--- src/okset_pkg.sv ---
package okset_pkg;

	// default sizing
	localparam int KEY_BITS_DEF  = 10;
	localparam int WORD_BITS_DEF = 32;

	// limit register after reset
	localparam int MAX_KEY_RST = 1023;

	// request codes
	localparam int OP_W = 2;
	localparam logic [OP_W-1:0] OP_INSERT = 2'd0;
	localparam logic [OP_W-1:0] OP_PRED   = 2'd1;
	localparam logic [OP_W-1:0] OP_SUCC   = 2'd2;
	localparam logic [OP_W-1:0] OP_MEMBER = 2'd3;

	// result codes
	localparam int STAT_W = 2;
	localparam logic [STAT_W-1:0] STAT_OK        = 2'd0;
	localparam logic [STAT_W-1:0] STAT_NOT_FOUND = 2'd1;
	localparam logic [STAT_W-1:0] STAT_REJECT    = 2'd2;

endpackage

--- src/okset_ram.sv ---
module okset_ram #(
	parameter int WIDTH = 32,
	parameter int DEPTH = 64
) (
	input  logic                     clk,
	input  logic                     we,
	input  logic [$clog2(DEPTH)-1:0] waddr,
	input  logic [WIDTH-1:0]         wdata,
	input  logic [$clog2(DEPTH)-1:0] raddr,
	output logic [WIDTH-1:0]         rdata
);

	logic [WIDTH-1:0] mem_q [DEPTH];

	// one write port, one registered read port
	always_ff @(posedge clk) begin
		if (we) begin
			mem_q[waddr] <= wdata;
		end
		rdata <= mem_q[raddr];
	end

endmodule

--- src/okset_split.sv ---
module okset_split #(
	parameter int KEY_BITS  = okset_pkg::KEY_BITS_DEF,
	parameter int WORD_BITS = okset_pkg::WORD_BITS_DEF
) (
	input  logic clk,
	input  logic [KEY_BITS-1:0] key,
	output logic [((((1 << KEY_BITS) + WORD_BITS - 1) / WORD_BITS) > 1 ?
		$clog2(((1 << KEY_BITS) + WORD_BITS - 1) / WORD_BITS) : 1) - 1:0] w,
	output logic [$clog2(WORD_BITS)-1:0] b,
	output logic [((((((1 << KEY_BITS) + WORD_BITS - 1) / WORD_BITS) + WORD_BITS - 1)
		/ WORD_BITS) > 1 ? $clog2(((((1 << KEY_BITS) + WORD_BITS - 1) / WORD_BITS)
		+ WORD_BITS - 1) / WORD_BITS) : 1) - 1:0] sidx,
	output logic [$clog2(WORD_BITS)-1:0] sbit
);

	localparam int NUM_WORDS = ((1 << KEY_BITS) + WORD_BITS - 1) / WORD_BITS;
	localparam int NUM_SUM   = (NUM_WORDS + WORD_BITS - 1) / WORD_BITS;
	localparam int WIW       = (NUM_WORDS > 1) ? $clog2(NUM_WORDS) : 1;
	localparam int SIW       = (NUM_SUM > 1) ? $clog2(NUM_SUM) : 1;
	localparam int BW        = $clog2(WORD_BITS);
	localparam int SQ_BITS   = WORD_BITS * WORD_BITS;
	// reciprocals scaled by 2^KEY_BITS, rounded down: estimate is low by at most one
	localparam int RECIP_W   = (1 << KEY_BITS) / WORD_BITS;
	localparam int RECIP_S   = (1 << KEY_BITS) / SQ_BITS;

	logic [2*KEY_BITS-1:0] prod_w;
	logic [2*KEY_BITS-1:0] prod_s;
	logic [KEY_BITS-1:0]   key_s1;
	logic [KEY_BITS-1:0]   qw_s1;
	logic [KEY_BITS-1:0]   qs_s1;
	logic [KEY_BITS:0]     rem_w;
	logic [KEY_BITS:0]     rem_s;
	logic [WIW-1:0]        w_s2;
	logic [BW-1:0]         b_s2;
	logic [SIW-1:0]        sidx_s2;
	logic [WIW-1:0]        w_s3;
	logic [BW-1:0]         b_s3;
	logic [SIW-1:0]        sidx_s3;
	logic [BW-1:0]         sbit_s3;

	// stage 1: quotient estimates by key / word size and key / word size squared
	assign prod_w = (2*KEY_BITS)'(key) * (2*KEY_BITS)'(RECIP_W);
	assign prod_s = (2*KEY_BITS)'(key) * (2*KEY_BITS)'(RECIP_S);

	always_ff @(posedge clk) begin
		key_s1 <= key;
		qw_s1  <= prod_w[2*KEY_BITS-1:KEY_BITS];
		qs_s1  <= prod_s[2*KEY_BITS-1:KEY_BITS];
	end

	// stage 2: remainders and one correction step each
	assign rem_w = (KEY_BITS+1)'(key_s1) - (KEY_BITS+1)'(qw_s1 * WORD_BITS);
	assign rem_s = (KEY_BITS+1)'(key_s1) - (KEY_BITS+1)'(qs_s1 * SQ_BITS);

	always_ff @(posedge clk) begin
		if (rem_w >= (KEY_BITS+1)'(WORD_BITS)) begin
			w_s2 <= WIW'(qw_s1 + 1'b1);
			b_s2 <= BW'(rem_w - (KEY_BITS+1)'(WORD_BITS));
		end else begin
			w_s2 <= WIW'(qw_s1);
			b_s2 <= BW'(rem_w);
		end
		if (int'(rem_s) >= SQ_BITS) begin
			sidx_s2 <= SIW'(qs_s1 + 1'b1);
		end else begin
			sidx_s2 <= SIW'(qs_s1);
		end
	end

	// stage 3: bit of the word within its summary word
	always_ff @(posedge clk) begin
		w_s3    <= w_s2;
		b_s3    <= b_s2;
		sidx_s3 <= sidx_s2;
		sbit_s3 <= BW'(w_s2 - WIW'(sidx_s2 * WORD_BITS));
	end

	assign w    = w_s3;
	assign b    = b_s3;
	assign sidx = sidx_s3;
	assign sbit = sbit_s3;

endmodule

--- src/ordered_key_set_pred_succ.sv ---
// channel   | signals                                  | transfer
// ----------+------------------------------------------+-------------------------------
// request   | start, opcode, key, busy                 | edge with start high, busy low
// result    | done, status, result_key                 | every cycle done is high
// limit reg | cfg_we, cfg_data                         | edge with cfg_we high
//
// Request to result, all reads on the one memory read port: the key splitter runs through S_SP1
// and S_SP2; a rejected insert is answered in S_WORD, a member test or a query answered in its own
// word in S_CHKW after the word read, an insert after its word then summary read-modify-write
// (S_CHKW, S_SUMI), a query leaving its word after a summary scan in S_SUM plus S_FIND on a hit.
// A new request is taken in the cycle the previous result is shown; results cannot be stalled.
// After reset a clearing pass over all NUM_WORDS + NUM_SUM words (33 by default) keeps busy high.
module ordered_key_set_pred_succ #(
	parameter int KEY_BITS  = okset_pkg::KEY_BITS_DEF,
	parameter int WORD_BITS = okset_pkg::WORD_BITS_DEF
) (
	input  logic                         clk,
	input  logic                         arst_n,
	input  logic                         start,
	input  logic [okset_pkg::OP_W-1:0]   opcode,
	input  logic [KEY_BITS-1:0]          key,
	output logic                         busy,
	output logic                         done,
	output logic [okset_pkg::STAT_W-1:0] status,
	output logic [KEY_BITS-1:0]          result_key,
	input  logic                         cfg_we,
	input  logic [KEY_BITS-1:0]          cfg_data
);

	localparam int NUM_WORDS = ((1 << KEY_BITS) + WORD_BITS - 1) / WORD_BITS;
	localparam int NUM_SUM   = (NUM_WORDS + WORD_BITS - 1) / WORD_BITS;
	localparam int TOTAL     = NUM_WORDS + NUM_SUM;
	localparam int AW        = $clog2(TOTAL);
	localparam int WIW       = (NUM_WORDS > 1) ? $clog2(NUM_WORDS) : 1;
	localparam int SIW       = (NUM_SUM > 1) ? $clog2(NUM_SUM) : 1;
	localparam int BW        = $clog2(WORD_BITS);

	typedef enum logic [8:0] {
		S_CLEAR = 9'b000000001,
		S_IDLE  = 9'b000000010,
		S_SP1   = 9'b000000100,
		S_SP2   = 9'b000001000,
		S_WORD  = 9'b000010000,
		S_CHKW  = 9'b000100000,
		S_SUMI  = 9'b001000000,
		S_SUM   = 9'b010000000,
		S_FIND  = 9'b100000000
	} state_t;

	state_t                       state_q;
	logic [AW-1:0]                clr_q;
	logic [KEY_BITS-1:0]          max_key_q;
	logic [okset_pkg::OP_W-1:0]   op_q;
	logic [KEY_BITS-1:0]          key_q;
	logic [SIW-1:0]               cur_q;
	logic                         first_q;
	logic [WIW-1:0]               j_q;
	logic                         done_q;
	logic [okset_pkg::STAT_W-1:0] status_q;
	logic [KEY_BITS-1:0]          result_key_q;

	logic [KEY_BITS-1:0]  split_key;
	logic [WIW-1:0]       w;
	logic [BW-1:0]        b;
	logic [SIW-1:0]       sidx;
	logic [BW-1:0]        sbit;
	logic                 mem_we;
	logic [AW-1:0]        mem_waddr;
	logic [WORD_BITS-1:0] mem_wdata;
	logic [AW-1:0]        mem_raddr;
	logic [WORD_BITS-1:0] rdata;

	logic                 is_succ;
	logic [WORD_BITS-1:0] bit_b;
	logic [WORD_BITS-1:0] bit_s;
	logic [WORD_BITS-1:0] up_b;
	logic [WORD_BITS-1:0] up_s;
	logic [WORD_BITS-1:0] word_m;
	logic [WORD_BITS-1:0] sum_m;
	logic [BW-1:0]        pos_word;
	logic [BW-1:0]        pos_sum;
	logic [AW-1:0]        sum_addr;
	logic [SIW-1:0]       nxt_cur;
	logic [WIW-1:0]       j_next;
	logic                 scan_end;

	// lowest set bit of a word
	function automatic logic [BW-1:0] lowest_set(input logic [WORD_BITS-1:0] v);
		logic [BW-1:0] p;
		p = '0;
		for (int i = WORD_BITS - 1; i >= 0; i--) begin
			if (v[i]) begin
				p = BW'(i);
			end
		end
		return p;
	endfunction

	// highest set bit of a word
	function automatic logic [BW-1:0] highest_set(input logic [WORD_BITS-1:0] v);
		logic [BW-1:0] p;
		p = '0;
		for (int i = 0; i < WORD_BITS; i++) begin
			if (v[i]) begin
				p = BW'(i);
			end
		end
		return p;
	endfunction

	// request key while idle, held key for the rest of the item
	assign split_key = (state_q == S_IDLE) ? key : key_q;

	// key to word index, bit, summary index and summary bit
	okset_split #(
		.KEY_BITS  (KEY_BITS),
		.WORD_BITS (WORD_BITS)
	) u_split (
		.clk  (clk),
		.key  (split_key),
		.w    (w),
		.b    (b),
		.sidx (sidx),
		.sbit (sbit)
	);

	// presence words followed by summary words
	okset_ram #(
		.WIDTH (WORD_BITS),
		.DEPTH (TOTAL)
	) u_ram (
		.clk   (clk),
		.we    (mem_we),
		.waddr (mem_waddr),
		.wdata (mem_wdata),
		.raddr (mem_raddr),
		.rdata (rdata)
	);

	// masks and bit searches on the word just read
	always_comb begin
		is_succ  = (op_q == okset_pkg::OP_SUCC);
		bit_b    = WORD_BITS'(1) << b;
		bit_s    = WORD_BITS'(1) << sbit;
		up_b     = {WORD_BITS{1'b1}} << b;
		up_s     = {WORD_BITS{1'b1}} << sbit;
		word_m   = is_succ ? (rdata & up_b) : (rdata & ~(up_b << 1));
		if (!first_q) begin
			sum_m = rdata;
		end else if (is_succ) begin
			sum_m = rdata & (up_s << 1);
		end else begin
			sum_m = rdata & ~up_s;
		end
		pos_word = is_succ ? lowest_set(word_m) : highest_set(word_m);
		pos_sum  = is_succ ? lowest_set(sum_m) : highest_set(sum_m);
		sum_addr = AW'(NUM_WORDS) + AW'(sidx);
		nxt_cur  = is_succ ? (cur_q + 1'b1) : (cur_q - 1'b1);
		j_next   = WIW'(cur_q * WORD_BITS + pos_sum);
		scan_end = is_succ ? (cur_q == SIW'(NUM_SUM - 1)) : (cur_q == '0);
	end

	// memory port: clearing pass, read-modify-write and scan reads
	always_comb begin
		mem_we    = 1'b0;
		mem_waddr = clr_q;
		mem_wdata = '0;
		mem_raddr = AW'(w);
		unique case (state_q)
			S_CLEAR: begin
				mem_we = 1'b1;
			end
			S_CHKW: begin
				if (op_q == okset_pkg::OP_INSERT) begin
					mem_we    = 1'b1;
					mem_waddr = AW'(w);
					mem_wdata = rdata | bit_b;
				end
				mem_raddr = sum_addr;
			end
			S_SUMI: begin
				mem_we    = 1'b1;
				mem_waddr = sum_addr;
				mem_wdata = rdata | bit_s;
			end
			S_SUM: begin
				if (sum_m != '0) begin
					mem_raddr = AW'(j_next);
				end else begin
					mem_raddr = AW'(NUM_WORDS) + AW'(nxt_cur);
				end
			end
			S_IDLE, S_SP1, S_SP2, S_WORD, S_FIND: begin
			end
			default: begin
			end
		endcase
	end

	// sequencer
	always_ff @(posedge clk or negedge arst_n) begin
		if (!arst_n) begin
			state_q   <= S_CLEAR;
			clr_q     <= '0;
			max_key_q <= KEY_BITS'(okset_pkg::MAX_KEY_RST);
			done_q    <= 1'b0;
		end else begin
			if (cfg_we) begin
				max_key_q <= cfg_data;
			end
			done_q <= 1'b0;
			unique case (state_q)
				S_CLEAR: begin
					clr_q <= clr_q + 1'b1;
					if (clr_q == AW'(TOTAL - 1)) begin
						state_q <= S_IDLE;
					end
				end
				S_IDLE: begin
					if (start) begin
						op_q    <= opcode;
						key_q   <= key;
						state_q <= S_SP1;
					end
				end
				S_SP1: begin
					state_q <= S_SP2;
				end
				S_SP2: begin
					state_q <= S_WORD;
				end
				S_WORD: begin
					if (op_q == okset_pkg::OP_INSERT && key_q > max_key_q) begin
						done_q       <= 1'b1;
						status_q     <= okset_pkg::STAT_REJECT;
						result_key_q <= key_q;
						state_q      <= S_IDLE;
					end else begin
						state_q <= S_CHKW;
					end
				end
				S_CHKW: begin
					if (op_q == okset_pkg::OP_INSERT) begin
						state_q <= S_SUMI;
					end else if (op_q == okset_pkg::OP_MEMBER) begin
						done_q       <= 1'b1;
						status_q     <= rdata[b] ? okset_pkg::STAT_OK
						                         : okset_pkg::STAT_NOT_FOUND;
						result_key_q <= key_q;
						state_q      <= S_IDLE;
					end else if (word_m != '0) begin
						done_q       <= 1'b1;
						status_q     <= okset_pkg::STAT_OK;
						result_key_q <= KEY_BITS'(w * WORD_BITS + pos_word);
						state_q      <= S_IDLE;
					end else begin
						cur_q   <= sidx;
						first_q <= 1'b1;
						state_q <= S_SUM;
					end
				end
				S_SUMI: begin
					done_q       <= 1'b1;
					status_q     <= okset_pkg::STAT_OK;
					result_key_q <= key_q;
					state_q      <= S_IDLE;
				end
				S_SUM: begin
					if (sum_m != '0) begin
						j_q     <= j_next;
						state_q <= S_FIND;
					end else if (scan_end) begin
						done_q       <= 1'b1;
						status_q     <= okset_pkg::STAT_NOT_FOUND;
						result_key_q <= key_q;
						state_q      <= S_IDLE;
					end else begin
						cur_q   <= nxt_cur;
						first_q <= 1'b0;
					end
				end
				S_FIND: begin
					done_q       <= 1'b1;
					status_q     <= okset_pkg::STAT_OK;
					result_key_q <= KEY_BITS'(j_q * WORD_BITS +
						(is_succ ? lowest_set(rdata) : highest_set(rdata)));
					state_q      <= S_IDLE;
				end
				default: begin
					state_q <= S_IDLE;
				end
			endcase
		end
	end

	assign busy       = (state_q != S_IDLE);
	assign done       = done_q;
	assign status     = status_q;
	assign result_key = result_key_q;

endmodule

--- config.mk ---
export PLATFORM = sky130hd
export DESIGN_NAME = ordered_key_set_pred_succ
export DESIGN_NICKNAME = d
export VERILOG_FILES = /design/src/okset_pkg.sv /design/src/okset_ram.sv /design/src/okset_split.sv /design/src/ordered_key_set_pred_succ.sv
export SDC_FILE = /design/constraint.sdc
export NUM_CORES = 2
export LEC_CHECK = 0
export CAP_MARGIN = 5
export CORE_ASPECT_RATIO = 0.6
export CORE_MARGIN = 5
export CORE_UTILIZATION = 50
export CTS_BUF_LIST = sky130_fd_sc_hd__clkbuf_4
export DETAILED_ROUTE_END_ITERATION = 8
export DONT_BUFFER_PORTS = 1
export PLACE_DENSITY_LB_ADDON = 0.25
export SETUP_SLACK_MARGIN = 0.15
export SYNTH_ARGS = -nofsm -noshare
export SYNTH_HDL_FRONTEND = slang
export SYNTH_HIERARCHICAL = 1
export SYNTH_SLANG_ARGS = --single-unit
export TNS_END_PERCENT = 50
--- constraint.sdc ---
create_clock -name clk -period 12 [get_ports clk]
set_input_delay 1.2 -clock clk [delete_from_list [all_inputs] [get_ports clk]]
set_output_delay 1.2 -clock clk [all_outputs]
set_load 0.1 [all_outputs]
======== Word-level counts from Yosys, hierarchy flattened ========
Memories as Yosys holds them, arrays and structs flattened. A register that Yosys moved wholly into a read port is not among the register bits.
Index checks and enable logic that the tools add are counted.
word-level totals
  register bits after elaboration ......... 94
  logic and storage cells ................. 344
  output and inout port bits .............. 14
  input port bits ......................... 26
  memories ................................ 1
  memory bits (writable) .................. 1056
operators by class
  equality and inequality tests ........... 24
  magnitude comparators ................... 4
  bitwise operators ....................... 8
  $add $sub $neg .......................... 11
  reduce and logical (&&, ||, !) cells .... 16
  shift-type cells ........................ 4
  muxes and demuxes ....................... 257
memories
  name         words  width  read ports  clocked after memory_dff  wr ports  line             source
  u_ram.mem_q  33     32     1           1                         1         okset_ram.sv:13  logic [WIDTH-1:0] mem_q [DEPTH];
operators with widths
  kind                                                                      number
  5-bit two-way mux                                                         193
  32-bit bitwise AND                                                        4
  32-bit two-way mux                                                        4
  10-bit two-way mux                                                        7
  32-bit inverter                                                           2
  32-bit bitwise OR                                                         2
  32-bit case mux with 2 select lines                                       1
  32-bit nonzero test                                                       2
  1-bit by 5-bit << shifter with 32-bit output (first input constant)       2
  32-bit by 5-bit << shifter with 32-bit output (first input constant)      2
  9-bit case mux with 7 select lines                                        1
  10-bit case mux with 5 select lines                                       1
  9-bit two-way mux                                                         4
  1-bit two-way mux                                                         26
  8-bit two-way mux                                                         3
  6-bit case mux with 2 select lines                                        2
  7-bit AND reduction                                                       3
  10-bit by 5-bit adder with 10-bit output                                  2
  6-bit two-way mux                                                         3
  2-bit inequality test (second input constant)                             9
  6-bit by 1-bit adder with 6-bit output (first input constant)             2
  2-bit two-way mux                                                         6
  10-bit by 11-bit >= comparator with 1-bit output (second input constant)  1
  11-bit by 6-bit >= comparator with 1-bit output (second input constant)   1
  34 further kinds                                                          41

======== Depth between registers and ports, before layout ========
  depth in word-level cells ............... 42
  mapped depth ............................ 20
  gate-level depth less buffers ........... 14

======== By module ========
The synthesis kept the hierarchy.
by module, submodules not included
  module                     seq. area each (um^2)  area each (um^2)  instances  cells each
  okset_ram                  32351.0                41841.4           1          2217
  ordered_key_set_pred_succ  1595.3                 7947.6            1          1084
  okset_split                600.6                  649.4             1          37

======== Least setup slack after synthesis ========
OpenSTA, ideal clock, no wires.
  kind .................................... flip-flop to flip-flop
  from .................................... reg state_q[1]
  to ...................................... mem u_ram.mem_q[2][0], enable pin
  setup time .............................. 0.461 ns
  setup slack ............................. 6.734 ns
  stages on the path, launching flop included .. 12
  required time ........................... 11.539 ns
  arrival ................................. 4.805 ns
  path through ............................ dfrtp_1 -> or4_1 -> nor4_2 -> and3b_1 -> nand2_1 -> inv_2 -> nor2_1 -> nand2_1 -> o21ai_0 -> nor4b_1 -> nand2_1 -> nor3_1
RTL lines
  item                                                                                                  line                              source
  start: declaration                                                                                    ordered_key_set_pred_succ.sv:50   state_t state_q;
  start signal: assignment                                                                              ordered_key_set_pred_succ.sv:203  state_q <= S_CLEAR;
  start signal: assignment                                                                              ordered_key_set_pred_succ.sv:216  state_q <= S_IDLE;
  start signal: assignment                                                                              ordered_key_set_pred_succ.sv:223  state_q <= S_SP1;
  9-bit by 7-bit == test with 1-bit output or 9-bit by 6-bit == test with 1-bit output (tied branches)  ordered_key_set_pred_succ.sv:169  unique case (state_q)
  6-bit case mux with 2 select lines *                                                                  ordered_key_set_pred_succ.sv:169
  via mem_waddr[3]                                                                                      ordered_key_set_pred_succ.sv:68   logic [AW-1:0] mem_waddr;
  end: declaration                                                                                      okset_ram.sv:13
The timed path passes the listed nets; every way through them passes the cells marked *.

======== Worst setup path after layout ========
  from .................................... reg op_q[0] (netlist bit)
  to ...................................... reg u_ram.rdata[23] (read register of u_ram.mem_q)
on the way
  word-level cells in the longest chain between the ends .. 39
ends and longest elaborated chain
  item                                      line                              source
  start: declaration                        ordered_key_set_pred_succ.sv:53   logic [okset_pkg::OP_W-1:0] op_q;
  start signal: assignment                  ordered_key_set_pred_succ.sv:221  op_q <= opcode;
  2-bit == test *                           ordered_key_set_pred_succ.sv:142  is_succ = (op_q == okset_pkg::OP_SUCC);
  32-bit two-way mux                        ordered_key_set_pred_succ.sv:150  end else if (is_succ) begin
  32-bit two-way mux                        ordered_key_set_pred_succ.sv:148  if (!first_q) begin
  5-bit two-way mux (32 in series)          ordered_key_set_pred_succ.sv:92   if (v[i]) begin
  5-bit two-way mux *                       ordered_key_set_pred_succ.sv:156  pos_sum = is_succ ? lowest_set(sum_m) : highest_set(sum_m);
  1-bit by 5-bit adder with 5-bit output *  ordered_key_set_pred_succ.sv:159  j_next = WIW'(cur_q * WORD_BITS + pos_sum);
  via j_next[0]                             ordered_key_set_pred_succ.sv:84   logic [WIW-1:0] j_next;
  6-bit two-way mux *                       ordered_key_set_pred_succ.sv:187  if (sum_m != '0) begin
  6-bit case mux with 2 select lines *      ordered_key_set_pred_succ.sv:169
  via mem_raddr[0]                          ordered_key_set_pred_succ.sv:70   logic [AW-1:0] mem_raddr;
  end: declaration                          okset_ram.sv:10                   output logic [WIDTH-1:0] rdata
Marks and branches as above.
A chain may end at the register's enable or synchronous reset.

==> impl_metrics.json <==
{
  "status": "completed",
  "slew-limit-headroom": 0.142,
  "clk_latency_ps": 1220,
  "power.total_mw": 11.6,
  "grt_pass1_vias": 32332,
  "worst-path-max-fanout": 117,
  "yosys-top-cells-area": "edfxtp_1 (65%), mux2i_1 (10%), dfxtp_1 (2.5%), a22oi_1 (2.2%), a21oi_1 (1.3%)",
  "cts_resized": 0,
  "die-area_um2": 108000,
  "cts_tree": "yes",
  "skew_ps": 107,
  "cts.sinks": 1175,
  "hold_class": "in2reg",
  "critical_path_arrival_ps": 8260,
  "fin_util": 0.557,
  "antenna_found_initial": 8,
  "clk_pin_slew_worst_paths_ps": 80,
  "setup_viol": 0,
  "dieHeight_um": 256,
  "yosysSeqAreaShare": 0.685,
  "drt_wl_total_mm": 161,
  "synth-edff-count": 1087,
  "ctsHtreeMaxLevel": 5,
  "ctsLongestPathBuffers": 4,
  "grt_overflow": 0,
  "drt_first_pass_iters": 8,
  "finalCritPeriodShare": 0.597,
  "drc": 0,
  "post-cts-setup-buffers": 0,
  "startpoint_type": "flop",
  "core_um2": 100000,
  "power.density_nw_per_um2": 208,
  "period_minus_slack_ps": 7170,
  "synth_ff_type": "edfxtp_1",
  "setup_tns_ps": 0,
  "start_util": 0.503,
  "hold_viol": 0,
  "postSynthCellCount": 3338,
  "layout.nets": 3569,
  "grt_max_degree": 118,
  "ioPinCount": 40,
  "rsz0062_at_grt": "no",
  "async_reset_ff_frac": 0.0221,
  "syn_area_per_cell_um2": 15.1,
  "detail-route-antenna-nets": 0,
  "critical_path_required_ps": 13090,
  "yosysTopAreaCell": "edfxtp_1",
  "setup.worst_path.end_class": "flop",
  "synth.net_count": 3376,
  "r2r_slack_ps": 4830,
  "peakVddDrop_uv": 155,
  "grt_pass1_wl_mm": 230,
  "slew_viol_final": 0,
  "place_congestion": 1.01,
  "drive_gt1_frac": 0.202,
  "final_common_cell": "edfxtp_1",
  "die_x_um": 420,
  "area_growth_pct": 10.7,
  "dp_hpwl_mm": 97.6,
  "netlist_area_um2": 50400,
  "synth_top_area_frac": 0.647,
  "viasPerCell": 6.56,
  "num_vias": 33237,
  "yosys_warnings": 6,
  "numCtsBuffers": 287,
  "p_leak_nw": 17.6,
  "rows": 90,
  "ys_seq_elements": 1175,
  "wl_per_cell_um": 31.8,
  "path_class": "reg2reg",
  "maxCapViolations": 0,
  "grt_use_total": 0.296,
  "final_cell_mix": "edfxtp_1 (1087), mux2i_1 (512), clkbuf_4 (435), nand2_1 (156), a22oi_1 (148)",
  "hold_buffers": 17,
  "numPortBuffers": 0,
  "max_clock_freq_ghz": 0.140,
  "worst_pin_slew_ps": 1290,
  "cts_root_buf": "clkbuf_4",
  "synth_cell_type_count": 112,
  "drt_iter0_drc": 4647
}
==> flip-flops by register name, summed over array words and instances, names as in the netlist <==
name	cells
key_q	10
u_split/b_s2	5
u_split/b	5
u_split/key_s1	9
max_key_q	10
clr_q	6
u_split/w_s2	5
j_q	5
u_split/w	5
status	2
cur_q	1
op_q	2
done	1
u_ram/mem_q	1056
result_key	10
state_q	9
first_q	1
u_split/qw_s1	1
u_ram/rdata	32
==> per-stage QoR <==
| step | std cells | area (um2) | worst slack (ps) | hold WS [ps] |
|---|---|---|---|---|
| 4_1_cts | 5057 | 55800 | 5240 | 4.84 |
| 3_5_place_dp | 4557 | 52200 | 5240 | 313 |
| 3_3_place_gp | 4557 | 52200 | 5130 | 310 |
| 6_report | 5068 | 55800 | 4830 | 122 |
| 5_1_grt | 5064 | 55800 | 4610 | 99.5 |
| 2_1_floorplan | 3338 | 50400 | 6730 | 310 |
==> power breakdown <==
part | internal, mW | switching (mW) | total [mW]
Clock | 1.65 | 1.58 | 3.22
Combinational | 1.15 | 2.52 | 3.67
Sequential | 4.54 | 0.209 | 4.75
==> cells in the mapped netlist (7+ instances only) <==
| master | count |
|---|---|
| o21ai_1 | 14 |
| buf_4 | 37 |
| a32oi_1 | 8 |
| nor2b_1 | 11 |
| nand3b_1 | 11 |
| buf_6 | 25 |
| a22oi_1 | 148 |
| nand2b_1 | 10 |
| o21a_1 | 9 |
| dfstp_2 | 11 |
| a22o_1 | 69 |
| buf_2 | 35 |
| and2_1 | 20 |
| edfxtp_1 | 1087 |
| o221a_2 | 7 |
| nand4_1 | 16 |
| nor4_1 | 10 |
| a31oi_1 | 15 |
| o31ai_1 | 15 |
| buf_1 | 14 |
| o41ai_2 | 32 |
| o221ai_1 | 11 |
| o22ai_1 | 40 |
| o211ai_1 | 21 |
| nor3_1 | 36 |
| dfxtp_1 | 62 |
| nand2_1 | 158 |
| a221o_1 | 12 |
| a221oi_1 | 72 |
| o21bai_1 | 7 |
| a211oi_1 | 8 |
| dfrtp_1 | 15 |
| ha_1 | 12 |
| a21oi_1 | 128 |
| mux2i_1 | 512 |
| a21o_1 | 10 |
| nand3_1 | 43 |
| o21ai_0 | 95 |
| and3_1 | 16 |
| clkbuf_4 | 11 |
| mux2_2 | 11 |
| clkbuf_1 | 103 |
| inv_1 | 39 |
| nor2_1 | 144 |
| mux4_2 | 10 |
==> critical path, cell delays in order (launching register included) <==
cell and delay (ps):
edfxtp_1 750, nand2b_2 230, buf_4 550, nand2_2 390, o221ai_1 680, o2111ai_1 210
a221oi_1 660, o21ai_1 150, o21ai_1 180, a21bo_4 390, buf_12 490, buf_12 660
mux2i_1 180, a22o_1 270, a221oi_1 300, o22ai_1 220, o41ai_2 340
==> final timing paths <==
check	startpoint	end	cells after the start
setup / recovery	op_q[0]	u_ram/rdata[23]	16
hold / removal	cfg_data[2]	max_key_q[2]	2
setup reg to reg	op_q[0]	u_ram/rdata[23]	16
hold reg to reg	u_split/w_s2[0]	u_split/w[0]	0
max in group asynchronous	arst_n	max_key_q[8]	2
min in group asynchronous	arst_n	clr_q[3]	2
==> logic make-up after synthesis <==
kind of cell,synth area share
flops,0.685
compound gates,0.119
simple gates,0.0548
mux,0.109
buf+inv,0.0291
fa+ha+maj,0.00298
xor+xnor,0.000868
other cells,0.0000743
==> per-layer routing <==
metal | GRT usage | vias up | routed length, um
met5 | 0 | - | 21
met4 | 0.0884 | 4 | 3790
met3 | 0.103 | 256 | 21200
met2 | 0.385 | 2159 | 63800
met1 | 0.462 | 16904 | 72200
li1 | - | 13914 | -
==> cell type report <==
type | instances | area, um2
clock buffers | 435 | 3270
fillers | 8002 | 44500
flip-flops and latches | 1175 | 34500
diodes | 9 | 22.5
inverters | 42 | 158
multi-input cells | 1893 | 14900
repair buffers | 132 | 1130
clock inverters | 48 | 186
well taps | 1334 | 1670
Note: power is estimated with default switching activity, not from simulation.
